## config.mk

```make
export PLATFORM = sky130hd
export DESIGN_NAME = spkt_ctrl
export DESIGN_NICKNAME = d
export VERILOG_FILES = /design/src/rtl/spkt_pkg.sv /design/src/rtl/spkt_ctrl.sv
export SDC_FILE = /design/constraint.sdc
export NUM_CORES = 1
export LEC_CHECK = 0
export ABC_AREA = 1
export BUFFER_PORTS_ARGS = -buffer_cell sky130_fd_sc_hd__buf_4
export CAP_MARGIN = 30
export CORE_UTILIZATION = 46
export DETAILED_ROUTE_END_ITERATION = 8
export MAX_ROUTING_LAYER = met4
export PLACE_DENSITY = 0.73
export SYNTH_ARGS = -nofsm -noshare
export SYNTH_HDL_FRONTEND = slang
export SYNTH_SLANG_ARGS = --single-unit
```

## constraint.sdc

```tcl
create_clock -name aclk -period 1.4 [get_ports aclk]
set_input_delay 0.28 -clock aclk [delete_from_list [all_inputs] [get_ports aclk]]
set_output_delay 0.28 -clock aclk [all_outputs]
set_load 0.005 [all_outputs]
```

## src/rtl/spkt_pkg.sv

```systemverilog
// Shared types, operation codes and saturation helpers for the seam position tracker.
// Used by spkt_ctrl, spkt_dp, spkt_div and the top level; no dependencies.
package spkt_pkg;

    localparam int QW      = 32;   // Q16.16 word
    localparam int TW      = 24;   // Q8.16 time
    localparam int MW      = 33;   // multiplier operand width (signed)
    localparam int PW      = 66;   // product width
    localparam int RW      = 50;   // rounded product width kept
    localparam int SW      = 51;   // sum width ahead of saturation
    localparam int KW      = 17;   // gain width, Q1.16 up to 1.0
    localparam int NUMW    = 49;   // divider numerator
    localparam int DENW    = 33;   // divider denominator
    localparam int IDXW    = 2;

    localparam logic [KW-1:0]     KOne      = 17'd65536;
    localparam logic [MW-1:0]     Alpha     = 33'd19661;
    localparam logic [MW-1:0]     Beta      = 33'd45875;
    localparam logic [QW-1:0]     VarInit   = 32'd65536;
    localparam logic signed [PW-1:0] RndHalf = 66'sd32768;

    localparam logic [IDXW-1:0] CfgProcNoise = 2'd0;
    localparam logic [IDXW-1:0] CfgMeasNoise = 2'd1;
    localparam logic [IDXW-1:0] CfgLookahead = 2'd2;

    // multiplier operand selection
    localparam logic [2:0] MUL_DTDT = 3'd0;
    localparam logic [2:0] MUL_PNQ  = 3'd1;
    localparam logic [2:0] MUL_VDT  = 3'd2;
    localparam logic [2:0] MUL_KD   = 3'd3;
    localparam logic [2:0] MUL_AD   = 3'd4;
    localparam logic [2:0] MUL_BV   = 3'd5;
    localparam logic [2:0] MUL_VK   = 3'd6;
    localparam logic [2:0] MUL_VLA  = 3'd7;

    // write-back actions
    localparam logic [3:0] WB_NONE = 4'd0;
    localparam logic [3:0] WB_T    = 4'd1;
    localparam logic [3:0] WB_VARQ = 4'd2;
    localparam logic [3:0] WB_POS  = 4'd3;
    localparam logic [3:0] WB_DIFF = 4'd4;
    localparam logic [3:0] WB_K    = 4'd5;
    localparam logic [3:0] WB_ACC  = 4'd6;
    localparam logic [3:0] WB_VEL  = 4'd7;
    localparam logic [3:0] WB_VAR  = 4'd8;
    localparam logic [3:0] WB_PRED = 4'd9;
    localparam logic [3:0] WB_INIT = 4'd10;

    typedef struct packed {
        logic [2:0] mul_sel;
        logic [3:0] wb_sel;
        logic       axis;
        logic       load_in;
        logic       out_load;
    } cmd_t;

    typedef struct packed {
        logic started;
        logic meas_valid;
        logic div_busy;
        logic out_free;
    } status_t;

    function automatic logic [QW-1:0] sat32(input logic [SW-1:0] v);
        if ((v[SW-1:QW-1] == '0) || (v[SW-1:QW-1] == '1)) begin
            return v[QW-1:0];
        end
        return v[SW-1] ? 32'h8000_0000 : 32'h7FFF_FFFF;
    endfunction

    function automatic logic [QW-1:0] satu32(input logic [SW-1:0] v);
        if (v[SW-1:QW] != '0) begin
            return 32'hFFFF_FFFF;
        end
        return v[QW-1:0];
    endfunction

endpackage

```

## src/rtl/spkt_ctrl.sv

```systemverilog
// Controller: sequences predict, correct and lookahead steps over the shared datapath.
// Depends on spkt_pkg; talks to spkt_dp through cmd_t / status_t.
module spkt_ctrl
    import spkt_pkg::*;
(
    input  logic    aclk,
    input  logic    aresetn,
    input  logic    s_valid,
    output logic    s_ready,
    input  status_t status,
    output cmd_t    cmd
);

    localparam logic [3:0] ST_IDLE = 4'd0;
    localparam logic [3:0] ST_DT2  = 4'd1;
    localparam logic [3:0] ST_QV   = 4'd2;
    localparam logic [3:0] ST_PPOS = 4'd3;
    localparam logic [3:0] ST_SEL  = 4'd4;
    localparam logic [3:0] ST_INIT = 4'd5;
    localparam logic [3:0] ST_DIFF = 4'd6;
    localparam logic [3:0] ST_DIV  = 4'd7;
    localparam logic [3:0] ST_KPOS = 4'd8;
    localparam logic [3:0] ST_ACC  = 4'd9;
    localparam logic [3:0] ST_VEL  = 4'd10;
    localparam logic [3:0] ST_VAR  = 4'd11;
    localparam logic [3:0] ST_PRED = 4'd12;
    localparam logic [3:0] ST_OUT  = 4'd13;

    logic [3:0] state_reg, state_next;
    logic       phase_reg, phase_next;
    logic       axis_reg, axis_next;

    // two_phase steps: multiply, then write back
    function automatic logic two_phase(input logic [3:0] st);
        case (st)
            ST_DT2, ST_QV, ST_PPOS, ST_KPOS, ST_ACC, ST_VEL, ST_VAR, ST_PRED: return 1'b1;
            default: return 1'b0;
        endcase
    endfunction

    always_comb begin
        state_next   = state_reg;
        axis_next    = axis_reg;
        phase_next   = two_phase(state_reg) ? ~phase_reg : 1'b0;
        cmd          = '0;
        cmd.axis     = axis_reg;
        case (state_reg)
            ST_IDLE: begin
                if (s_valid) begin
                    cmd.load_in = 1'b1;
                    state_next  = status.started ? ST_DT2 : ST_SEL;
                end
            end
            ST_DT2: begin
                cmd.mul_sel = MUL_DTDT;
                if (phase_reg) begin
                    cmd.wb_sel = WB_T;
                    state_next = ST_QV;
                end
            end
            ST_QV: begin
                cmd.mul_sel = MUL_PNQ;
                if (phase_reg) begin
                    cmd.wb_sel = WB_VARQ;
                    state_next = ST_PPOS;
                end
            end
            ST_PPOS: begin
                cmd.mul_sel = MUL_VDT;
                if (phase_reg) begin
                    cmd.wb_sel = WB_POS;
                    axis_next  = ~axis_reg;
                    if (axis_reg) state_next = ST_SEL;
                end
            end
            ST_SEL: begin
                if (!status.meas_valid) state_next = ST_PRED;
                else if (!status.started) state_next = ST_INIT;
                else state_next = ST_DIFF;
            end
            ST_INIT: begin
                cmd.wb_sel = WB_INIT;
                state_next = ST_PRED;
            end
            ST_DIFF: begin
                cmd.wb_sel = WB_DIFF;
                state_next = ST_DIV;
            end
            ST_DIV: begin
                if (!status.div_busy) begin
                    cmd.wb_sel = WB_K;
                    state_next = ST_KPOS;
                end
            end
            ST_KPOS: begin
                cmd.mul_sel = MUL_KD;
                if (phase_reg) begin
                    cmd.wb_sel = WB_POS;
                    state_next = ST_ACC;
                end
            end
            ST_ACC: begin
                cmd.mul_sel = MUL_AD;
                if (phase_reg) begin
                    cmd.wb_sel = WB_ACC;
                    state_next = ST_VEL;
                end
            end
            ST_VEL: begin
                cmd.mul_sel = MUL_BV;
                if (phase_reg) begin
                    cmd.wb_sel = WB_VEL;
                    state_next = ST_VAR;
                end
            end
            ST_VAR: begin
                cmd.mul_sel = MUL_VK;
                if (phase_reg) begin
                    cmd.wb_sel = WB_VAR;
                    axis_next  = ~axis_reg;
                    state_next = axis_reg ? ST_PRED : ST_DIFF;
                end
            end
            ST_PRED: begin
                cmd.mul_sel = MUL_VLA;
                if (phase_reg) begin
                    cmd.wb_sel = WB_PRED;
                    axis_next  = ~axis_reg;
                    if (axis_reg) state_next = ST_OUT;
                end
            end
            ST_OUT: begin
                if (status.out_free) begin
                    cmd.out_load = 1'b1;
                    state_next   = ST_IDLE;
                end
            end
            default: begin
                state_next = ST_IDLE;
                axis_next  = 1'b0;
            end
        endcase
    end

    always_ff @(posedge aclk) begin
        if (!aresetn) begin
            state_reg <= ST_IDLE;
            phase_reg <= 1'b0;
            axis_reg  <= 1'b0;
        end else begin
            state_reg <= state_next;
            phase_reg <= phase_next;
            axis_reg  <= axis_next;
        end
    end

    assign s_ready = (state_reg == ST_IDLE);

`ifndef SYNTHESIS
    a_accept_busy: assert property (@(posedge aclk) disable iff (!aresetn)
        s_valid && s_ready |=> !s_ready)
        else $error("item accepted while controller stays idle");
    a_out_free: assert property (@(posedge aclk) disable iff (!aresetn)
        cmd.out_load |-> status.out_free)
        else $error("result overwrites an item not yet taken");
    a_start_once: assert property (@(posedge aclk) disable iff (!aresetn)
        $rose(status.started) |-> $past(cmd.wb_sel == WB_INIT))
        else $error("tracking started without an init step");
    a_div_wait: assert property (@(posedge aclk) disable iff (!aresetn)
        cmd.wb_sel == WB_DIFF |=> status.div_busy)
        else $error("divider did not start");
`endif

endmodule

```

==> flow_summary.rst, run 1 <==
.. list-table::
   :header-rows: 1

   * - Metric
     - Value
   * - Xor-xnor portion of the synthesized cell area
     - 0%
   * - Worst-path fanout max
     - 5
   * - Vias in the first global route
     - 963
   * - Total nets after synthesis
     - 141
   * - Worst slew margin relative to its limit
     - 85.3%
   * - Reg clk slew, reported paths
     - about 0.060 ns
   * - Ratio of cells with drive above 1 in the final layout
     - 52.4%
   * - Mean area per synthesized cell
     - 5.45 um^2
   * - GR Overflow Total
     - 0
   * - Dominant combinational cell family by area after synthesis
     - simple AND/OR/NAND/NOR gates
   * - Initial Utilization
     - 49.1%
   * - Top achievable clock speed
     - 0.586 GHz
   * - Number of clock buffers inserted by TritonCTS
     - 3
   * - Sink count of the clock tree
     - 7
   * - Worst slack at placement
     - -0.168 ns
   * - Max-capacitance violation count
     - 0
   * - Number of violations reported at the end of detailed-routing iteration 0
     - 64
   * - RSZ-0062 raised after global routing
     - yes
   * - DRC errors left
     - 0
   * - DP HPWL
     - 1870 um
   * - Source-to-sink clock delay at the later pin of the worst-skew pair
     - 0.28 ns
   * - Max clock buf depth
     - 2
   * - Adder-cell area share of the yosys netlist
     - 0%
   * - Flops & latches, synth
     - 7
   * - Final worst-path cycle share
     - 122%
   * - GRT Util Overall
     - 30.7%
   * - Leading cell types in the layout, fill and taps excluded
     - 46 x sky130_fd_sc_hd__buf_4, 35 x sky130_fd_sc_hd__nand2_1, 17 x sky130_fd_sc_hd__inv_1, 10 x sky130_fd_sc_hd__nor2_1, 10 x sky130_fd_sc_hd__nand3_1
   * - Complex-gate fraction of the synthesized area
     - 9.76%
   * - Worst hold-check path type
     - in2reg
   * - Final setup TNS
     - -3.13 ns
   * - Number of warning messages in the yosys log
     - 0
   * - Arrival time worst endpoint
     - 1.43 ns
   * - Final setup violation count
     - 16
   * - Routed length per placed instance
     - 16.0 um
   * - Vias per Instance
     - 5.71
   * - Number of distinct library cell variants in the gate-level netlist after synthesis
     - 21
   * - Final worst clock skew
     - 0.0117 ns
   * - Outcome
     - complete, but fails checks
   * - Routability congestion estimate from global placement
     - just under 1
   * - Buffers added on ports
     - 17
   * - Antenna diode instance count
     - 0
   * - Area leader, netlist
     - sky130_fd_sc_hd__nand2_1
   * - Antenna viol nets, final
     - 0
   * - Synthesized-area fraction occupied by and/or/nand/nor cells
     - 56.2%
   * - Core Box Area
     - 0.00149 mm^2
   * - Wire length of the first global-routing pass
     - 3970 um
   * - WP data required
     - 1.12 ns
   * - Startpoint type of the worst setup path
     - register
   * - Most common library cell in the layout ignoring fill and taps
     - sky130_fd_sc_hd__buf_4
   * - Initial antenna violation count
     - 0
   * - Die span in x
     - 41.9 um
   * - Layout overhead on the synthesized area
     - 81.2%
   * - Height of the die
     - ~42 um
   * - CTS tree
     - yes
   * - Total Die Area
     - 0.00175 mm^2
   * - Largest cells by area after synthesis
     - sky130_fd_sc_hd__nand2_1 22%, sky130_fd_sc_hd__dfxtp_1 19%, sky130_fd_sc_hd__inv_1 9.8%
   * - Post-synthesis cell area
     - 731 um^2
   * - Total wire length
     - 3240 um
   * - Seq/Total Area, Yosys
     - 19.2%
   * - Net count reported at finish
     - 195
   * - Final critical delay including setup and external delays
     - 1.71 ns
   * - Fraction of synthesized cell area taken by the top area cell type
     - between 20% and 30%
   * - Final setup margin
     - -0.307 ns
   * - DR vias
     - 1160
   * - Fraction of synthesized area in multiplexers
     - 0%
   * - Standard-cell row count
     - 14
   * - Critical Setup Path Class
     - reg2out
   * - IR drop worst, VDD
     - between 0.001 and 0.0015 V
   * - Power per unit of standard cell area
     - 2150 mW/mm^2
   * - Pin count of the biggest net entering global routing
     - 7
   * - Master cell of the clock root buffer
     - sky130_fd_sc_hd__clkbuf_4
   * - I/O pins
     - 18
   * - Cell count after synthesis
     - 134
   * - Worst slew pin tran
     - around 0.22 ns
   * - Final-report hold violation count
     - 0
   * - H-tree lvl count
     - 1
   * - Crit. End Element
     - output pin
   * - Violated checks
     - negative setup slack
   * - Static power due to leakage
     - 0.735 nW
   * - Number of max-slew violations in the final report
     - 0
   * - Number of iterations in the first detailed-routing pass
     - 4
-- Yosys cell counts --
cell                       number
sky130_fd_sc_hd__dfxtp_1        7
sky130_fd_sc_hd__a211oi_1       1
sky130_fd_sc_hd__o21ai_1        1
sky130_fd_sc_hd__nand3_2        2
sky130_fd_sc_hd__nand4_1        5
sky130_fd_sc_hd__a21oi_2        1
sky130_fd_sc_hd__o31ai_1        1
sky130_fd_sc_hd__o21ai_0        5
sky130_fd_sc_hd__o211ai_1       1
sky130_fd_sc_hd__nor3_1         2
sky130_fd_sc_hd__a21oi_1        2
sky130_fd_sc_hd__nand3_1       12
sky130_fd_sc_hd__nand2_2        3
sky130_fd_sc_hd__nand3b_1       1
sky130_fd_sc_hd__buf_4          3
sky130_fd_sc_hd__inv_2          4
sky130_fd_sc_hd__nor2_4         2
sky130_fd_sc_hd__inv_1         19
sky130_fd_sc_hd__nor2_2         3
sky130_fd_sc_hd__nand2_1       43
sky130_fd_sc_hd__nor2_1        16
-- cells by family (layout without fill, tap and decap cells) --
| logic type | count (synthesis) | after routing |
|---|---|---|
| AO/OA/AOI/OAI | 12 | 12 |
| AND/OR/NAND/NOR | 89 | 89 |
| flip-flops | 7 | 7 |
| buffers and inverters | 26 | 79 |
-- layout make-up --
class	instances	area (um^2)
Multi-Input combinational cell	101	616
Timing Repair Buffer	52	413
Fill cell	81	165
Sequential cell	7	155
Inverter	23	93.8
Clock buffer	4	26.3
Tap cell	16	20.0
-- per-stage QoR --
step                total power [mW]  hold WS [ns]  std cells  cell area (um^2)  utilization, %
global route                    3.00         0.291        203              1320            88.9
floorplan                       1.22         0.395        134               731               -
finish                          2.84         0.273        203              1320            88.9
CTS                             2.35         0.271        198              1170            78.7
global placement                1.91         0.404        190              1050            70.6
detailed placement              1.93         0.404        190              1050            70.6
-- power breakdown --
group	switching (mW)	internal, mW	leakage, nW	total [mW]
Clock	0.0926	0.110	0.0150	0.202
Sequential	0.132	0.300	0.0604	0.432
Combinational	1.17	1.04	0.659	2.21
Total	1.39	1.45	0.735	2.84
-- worst max-delay path, stage by stage, from the launching register on --
cell and delay (ns):
sky130_fd_sc_hd__dfxtp_4 0.41, sky130_fd_sc_hd__buf_4 0.14, sky130_fd_sc_hd__nand2_1 0.08, sky130_fd_sc_hd__nor2_1 0.17, sky130_fd_sc_hd__nand2_1 0.11, sky130_fd_sc_hd__nand3_1 0.12, sky130_fd_sc_hd__buf_4 0.13
-- final timing paths --
path	start	end	slack, ns	cells past startpoint
worst max-delay path	state_reg[2]$_SDFFE_PN0N_	cmd[5]	-0.31	6
worst min-delay path	aresetn	phase_reg$_SDFF_PN0_	0.27	3
worst max register to register	state_reg[2]$_SDFFE_PN0N_	register	-0.24	11
worst min register to register	register	phase_reg$_SDFF_PN0_	0.40	2
-- what timing repair did --
| action | in CTS | in global routing |
|---|---|---|
| resized for setup | 28 | 29 |
| hold buffers | 0 | 0 |
| setup endpoints to repair | 16 | 16 |
| setup buffers | 4 | 5 |
| pin swaps | 5 | 12 |
-- metal layers --
layer	GRT usage [%]	vias to the layer above	share of wire [%]
li1	-	535	-
met1	35.8	524	39
met2	49.1	80	47
met3	9.13	21	9.4
met4	12.9	0	5.0
met5	-	-	0
(Power assumes the default switching activity.)
==> run 2: changes to the inputs <==
Settings changed: CORE_MARGIN set to 4.
==> run 2 against run 1 <==
Area after synthesis unchanged. Synthesized cell count stayed put. The run now fails in 5_1_grt.
==> flow_summary.rst, run 2 <==
.. list-table::
   :header-rows: 1

   * - Metric
     - Value
   * - Worst-path endpoint after global-route repair_timing
     - cmd[3]
   * - Post-CTS Hold Fix Bufs
     - 0 (unchanged)
   * - Instance area after placement
     - 0.00104 mm^2 (-1.4%)
   * - Halt Stage
     - 5_1_grt
   * - H-tree lvl count
     - 1 (unchanged)
   * - Number of clock buffers inserted by TritonCTS
     - 3 (unchanged)
   * - Post-synthesis cell area
     - 731 um^2 (unchanged)
   * - Seq/Total Area, Yosys
     - 19.2% (unchanged)
   * - Pin count of the biggest net entering global routing
     - 7
   * - Number of distinct library cell variants in the gate-level netlist after synthesis
     - 21 (unchanged)
   * - Post-synth ARST share
     - 0% (unchanged)
   * - Master cell of the clock root buffer
     - sky130_fd_sc_hd__clkbuf_4
   * - Main flop type after synthesis
     - sky130_fd_sc_hd__dfxtp_1
   * - Die span in x
     - 47.9 um (+14%)
   * - DP HPWL
     - 1880 um (+0.63%)
   * - Max clock buf depth
     - 2 (unchanged)
   * - Area leader, netlist
     - sky130_fd_sc_hd__nand2_1
   * - Outcome
     - aborted with a tool error
   * - Pin type at the end of the worst path
     - primary output
   * - Total nets after synthesis
     - 141 (unchanged)
   * - Standard-cell row count
     - 14 (unchanged)
   * - Height of the die
     - 47.9 um (+14%)
   * - Cell count after synthesis
     - 134 (unchanged)
   * - Initial Utilization
     - 48.5% (-0.57 points)
   * - Synth top cells by count
     - 43 x sky130_fd_sc_hd__nand2_1, 19 x sky130_fd_sc_hd__inv_1, 16 x sky130_fd_sc_hd__nor2_1
   * - Buffers added on ports
     - 17 (unchanged)
   * - Number of flops mapped to enable cells by yosys
     - 0 (unchanged)
   * - Flops & latches, synth
     - 7 (unchanged)
   * - Sink count of the clock tree
     - 7 (unchanged)
   * - Cell with the most instances after synthesis
     - sky130_fd_sc_hd__nand2_1
   * - Fraction of synthesized cell area taken by the top area cell type
     - 22.1% (unchanged)
   * - Routability congestion estimate from global placement
     - 0.979 (-0.14%)
   * - Initial antenna violation count
     - 0
   * - Largest cells by area after synthesis
     - sky130_fd_sc_hd__nand2_1 22%, sky130_fd_sc_hd__dfxtp_1 19%, sky130_fd_sc_hd__inv_1 9.8%
   * - Number of warning messages in the yosys log
     - 0 (unchanged)
   * - Mean area per synthesized cell
     - 5.45 um^2 (unchanged)
   * - I/O pins
     - 18 (unchanged)
   * - First logged error message
     - [ERROR DPL-0033] detailed placement checks failed during check placement.
-- run 2: cell counts after synthesis --
Identical to the previous run, type by type.
-- run 2: logic make-up after synthesis --
group | after synthesis | synth area share, %
compound gates | 12 | 9.76
buf+inv | 26 | 14.9
flops | 7 | 19.2
simple gates | 89 | 56.2
-- run 2: repair_timing --
item / CTS
buffers inserted: 11
gates resized for setup: 49
setup endpoints to repair: 16
pin swaps: 13
-- run 2: per-stage QoR --
stage / setup slack [ns] / instances / hold WS (ns) / TNS [ns]
after floorplan: 0.0324 / 134 / 0.395 / 0
after global placement: -0.139 / 188 / 0.411 / -0.657
after detailed placement: -0.199 / 188 / 0.414 / -1.13
after CTS: -0.271 / 202 / 0.275 / -2.08
==> run 3: changes to the inputs <==
Settings changed: CORE_AREA set to 4 4 65 67, CORE_MARGIN 4 to unset, CORE_UTILIZATION 46 to unset, DIE_AREA set to 0 0 69 71, MAX_ROUTING_LAYER met4 to unset, PLACE_DENSITY 0.73 to unset, PLACE_DENSITY_LB_ADDON set to 0.15.
Clock period 1.4 ns to 1.8 ns, I/O delays scaled along.
==> run 3 against run 2 <==
The run now ends clean.
==> flow_summary.rst, run 3 (same netlist as run 1, synthesis figures left out) <==
.. list-table::
   :header-rows: 1

   * - Metric
     - Value
   * - WP data required
     - 1.44 ns
   * - Final-layout fill cell count
     - 427
   * - Number of clock buffers inserted by TritonCTS
     - 3 (unchanged)
   * - Number of iterations in the first detailed-routing pass
     - 4
   * - Combined flip-flop and latch cell area
     - 155 um^2
   * - Power per unit of standard cell area
     - 1500 mW/mm^2
   * - Initial antenna violation count
     - 0
   * - Worst hold-check path type
     - in2reg
   * - DR vias
     - 899
   * - H-tree lvl count
     - 1 (unchanged)
   * - RSZ-0062 raised after global routing
     - no
   * - Area of combinational cells with multiple inputs
     - approximately 530 um^2
   * - Final setup violation count
     - 0
   * - Wire length of the first global-routing pass
     - 3710 um
   * - Layout overhead on the synthesized area
     - 43.8%
   * - Sink count of the clock tree
     - 7 (unchanged)
   * - Routed length per placed instance
     - 11.1 um
   * - Arrival time worst endpoint
     - 1.31 ns
   * - Buffers added on ports
     - 17 (unchanged)
   * - Initial Utilization
     - 20.1% (-28 points)
   * - Ratio of cells with drive above 1 in the final layout
     - 35.4%
   * - Startpoint type of the worst setup path
     - register
   * - DRC errors left
     - 0
   * - Static power due to leakage
     - 0.584 nW
   * - Final critical delay including setup and external delays
     - 1.67 ns
   * - GRT Util Overall
     - between 9 and 10%
   * - Most common library cell in the layout ignoring fill and taps
     - sky130_fd_sc_hd__nand2_1
   * - Master cell of the clock root buffer
     - sky130_fd_sc_hd__clkbuf_8
   * - Crit. End Element
     - output pin
   * - GR Overflow Total
     - 0
   * - Placed Cells incl. Taps
     - 199 (+5.9%)
   * - Antenna diode instance count
     - 0
   * - Standard-cell row count
     - 22 (+8)
   * - CTS tree
     - yes
   * - Final-report hold violation count
     - 0
   * - Vias in the first global route
     - 787
   * - DP HPWL
     - 1920 um (+1.9%)
   * - Vias per Instance
     - 4.36
   * - Top achievable clock speed
     - about 0.6 GHz
   * - Core Box Area
     - roughly 0.0036 mm^2
   * - Total wire length
     - between 2000 and 2500 um
   * - Number of violations reported at the end of detailed-routing iteration 0
     - 28
   * - Final worst clock skew
     - 0.00384 ns
   * - Outcome
     - complete, no violations
   * - Source-to-sink clock delay at the later pin of the worst-skew pair
     - 0.22 ns
   * - Total Power Consumption
     - 1.57 mW
   * - Height of the die
     - 71 um (+48%)
   * - Number of max-slew violations in the final report
     - 0
   * - Die span in x
     - 69 um (+44%)
   * - Worst slew margin relative to its limit
     - 83.0%
   * - Non-filler cells, final
     - 206
   * - Pin count of the biggest net entering global routing
     - 9
   * - Net count reported at finish
     - about 170
   * - Critical Setup Path Class
     - reg2out
   * - Max clock buf depth
     - 2 (unchanged)
   * - IR drop worst, VDD
     - 0.000404 V
   * - Reg clk slew, reported paths
     - 0.04 ns
   * - Antenna viol nets, final
     - 0
   * - Routability congestion estimate from global placement
     - 0.864 (-12%)
   * - Final worst-path cycle share
     - 93.0%
   * - I/O pins
     - 18 (unchanged)
   * - Leading cell types in the layout, fill and taps excluded
     - 38 x sky130_fd_sc_hd__nand2_1, 23 x sky130_fd_sc_hd__buf_4, 18 x sky130_fd_sc_hd__inv_1, 13 x sky130_fd_sc_hd__nor2_1, 12 x sky130_fd_sc_hd__nand3_1
   * - Post-CTS Hold Fix Bufs
     - 0 (unchanged)
   * - Worst slew pin tran
     - between 0.2 and 0.3 ns
   * - Max-capacitance violation count
     - 0
   * - Total Die Area
     - 0.00490 mm^2
   * - Worst-path fanout max
     - 6
## run 3: final cells by class
class	instances	share of cell area (%)
multi-input cells	101	50.5
repair buffers	23	16.4
flip-flops and latches	7	14.8
inverters	23	8.21
well taps	48	5.71
clock buffers	3	3.93
clock inverters	1	0.476
## run 3: timing repair
item                       CTS  global route
setup buffers                0             3
pin swaps                    0             3
resized for setup            7            18
setup endpoints to repair    4             5
## run 3: worst max-delay path, cell delays in order, from the launching register on
cell and delay, ns:
sky130_fd_sc_hd__dfxtp_4 0.37, sky130_fd_sc_hd__nand2_2 0.11, sky130_fd_sc_hd__inv_2 0.06, sky130_fd_sc_hd__nand2_1 0.09
sky130_fd_sc_hd__inv_1 0.06, sky130_fd_sc_hd__o21ai_2 0.14, sky130_fd_sc_hd__nand4_1 0.10, sky130_fd_sc_hd__buf_4 0.15
## run 3: path summary, 6_finish.rpt
path / from / endpoint / slack (ns) / depth (start not counted)
setup / recovery: state_reg[1]$_SDFFE_PN0N_ / cmd[4] / 0.13 / 7
hold / removal: aresetn / state_reg[2]$_SDFFE_PN0N_ / 0.40 / 3
setup reg to reg: state_reg[1]$_SDFFE_PN0N_ / register / 0.30 / 10
hold reg to reg: register / phase_reg$_SDFF_PN0_ / 0.42 / 2
## run 3: where the power goes
| group | switching (mW) | leakage (nW) | internal, mW |
|---|---|---|---|
| logic | 0.613 | 0.498 | 0.417 |
| registers | 0.0971 | 0.0604 | 0.234 |
| clock network | 0.0643 | 0.0255 | 0.149 |
| total | 0.774 | 0.584 | 0.800 |
## run 3: per-stage QoR
stage	hold WS (ns)	cell area (um^2)	util (%)	worst slack [ns]	TNS (ns)
6_report	0.398	1050	28.9	0.127	0
5_1_grt	0.436	1050	28.9	0.00880	0
4_1_cts	0.393	977	26.9	-0.00573	-0.00573
3_5_place_dp	0.419	918	25.3	0.0638	0
3_3_place_gp	0.418	918	25.3	0.0536	0
2_1_floorplan	0.395	731	-	0.432	0
## run 3: metal layers
| metal | up-vias | share of wire (%) | global-route usage (%) |
|---|---|---|---|
| met5 | - | 0 | 0 |
| met2 | 22 | 51 | 16.3 |
| met3 | 0 | 4.8 | 1.99 |
| li1 | 476 | - | - |
| met4 | 0 | 0 | 1.95 |
| met1 | 401 | 44 | 11.5 |
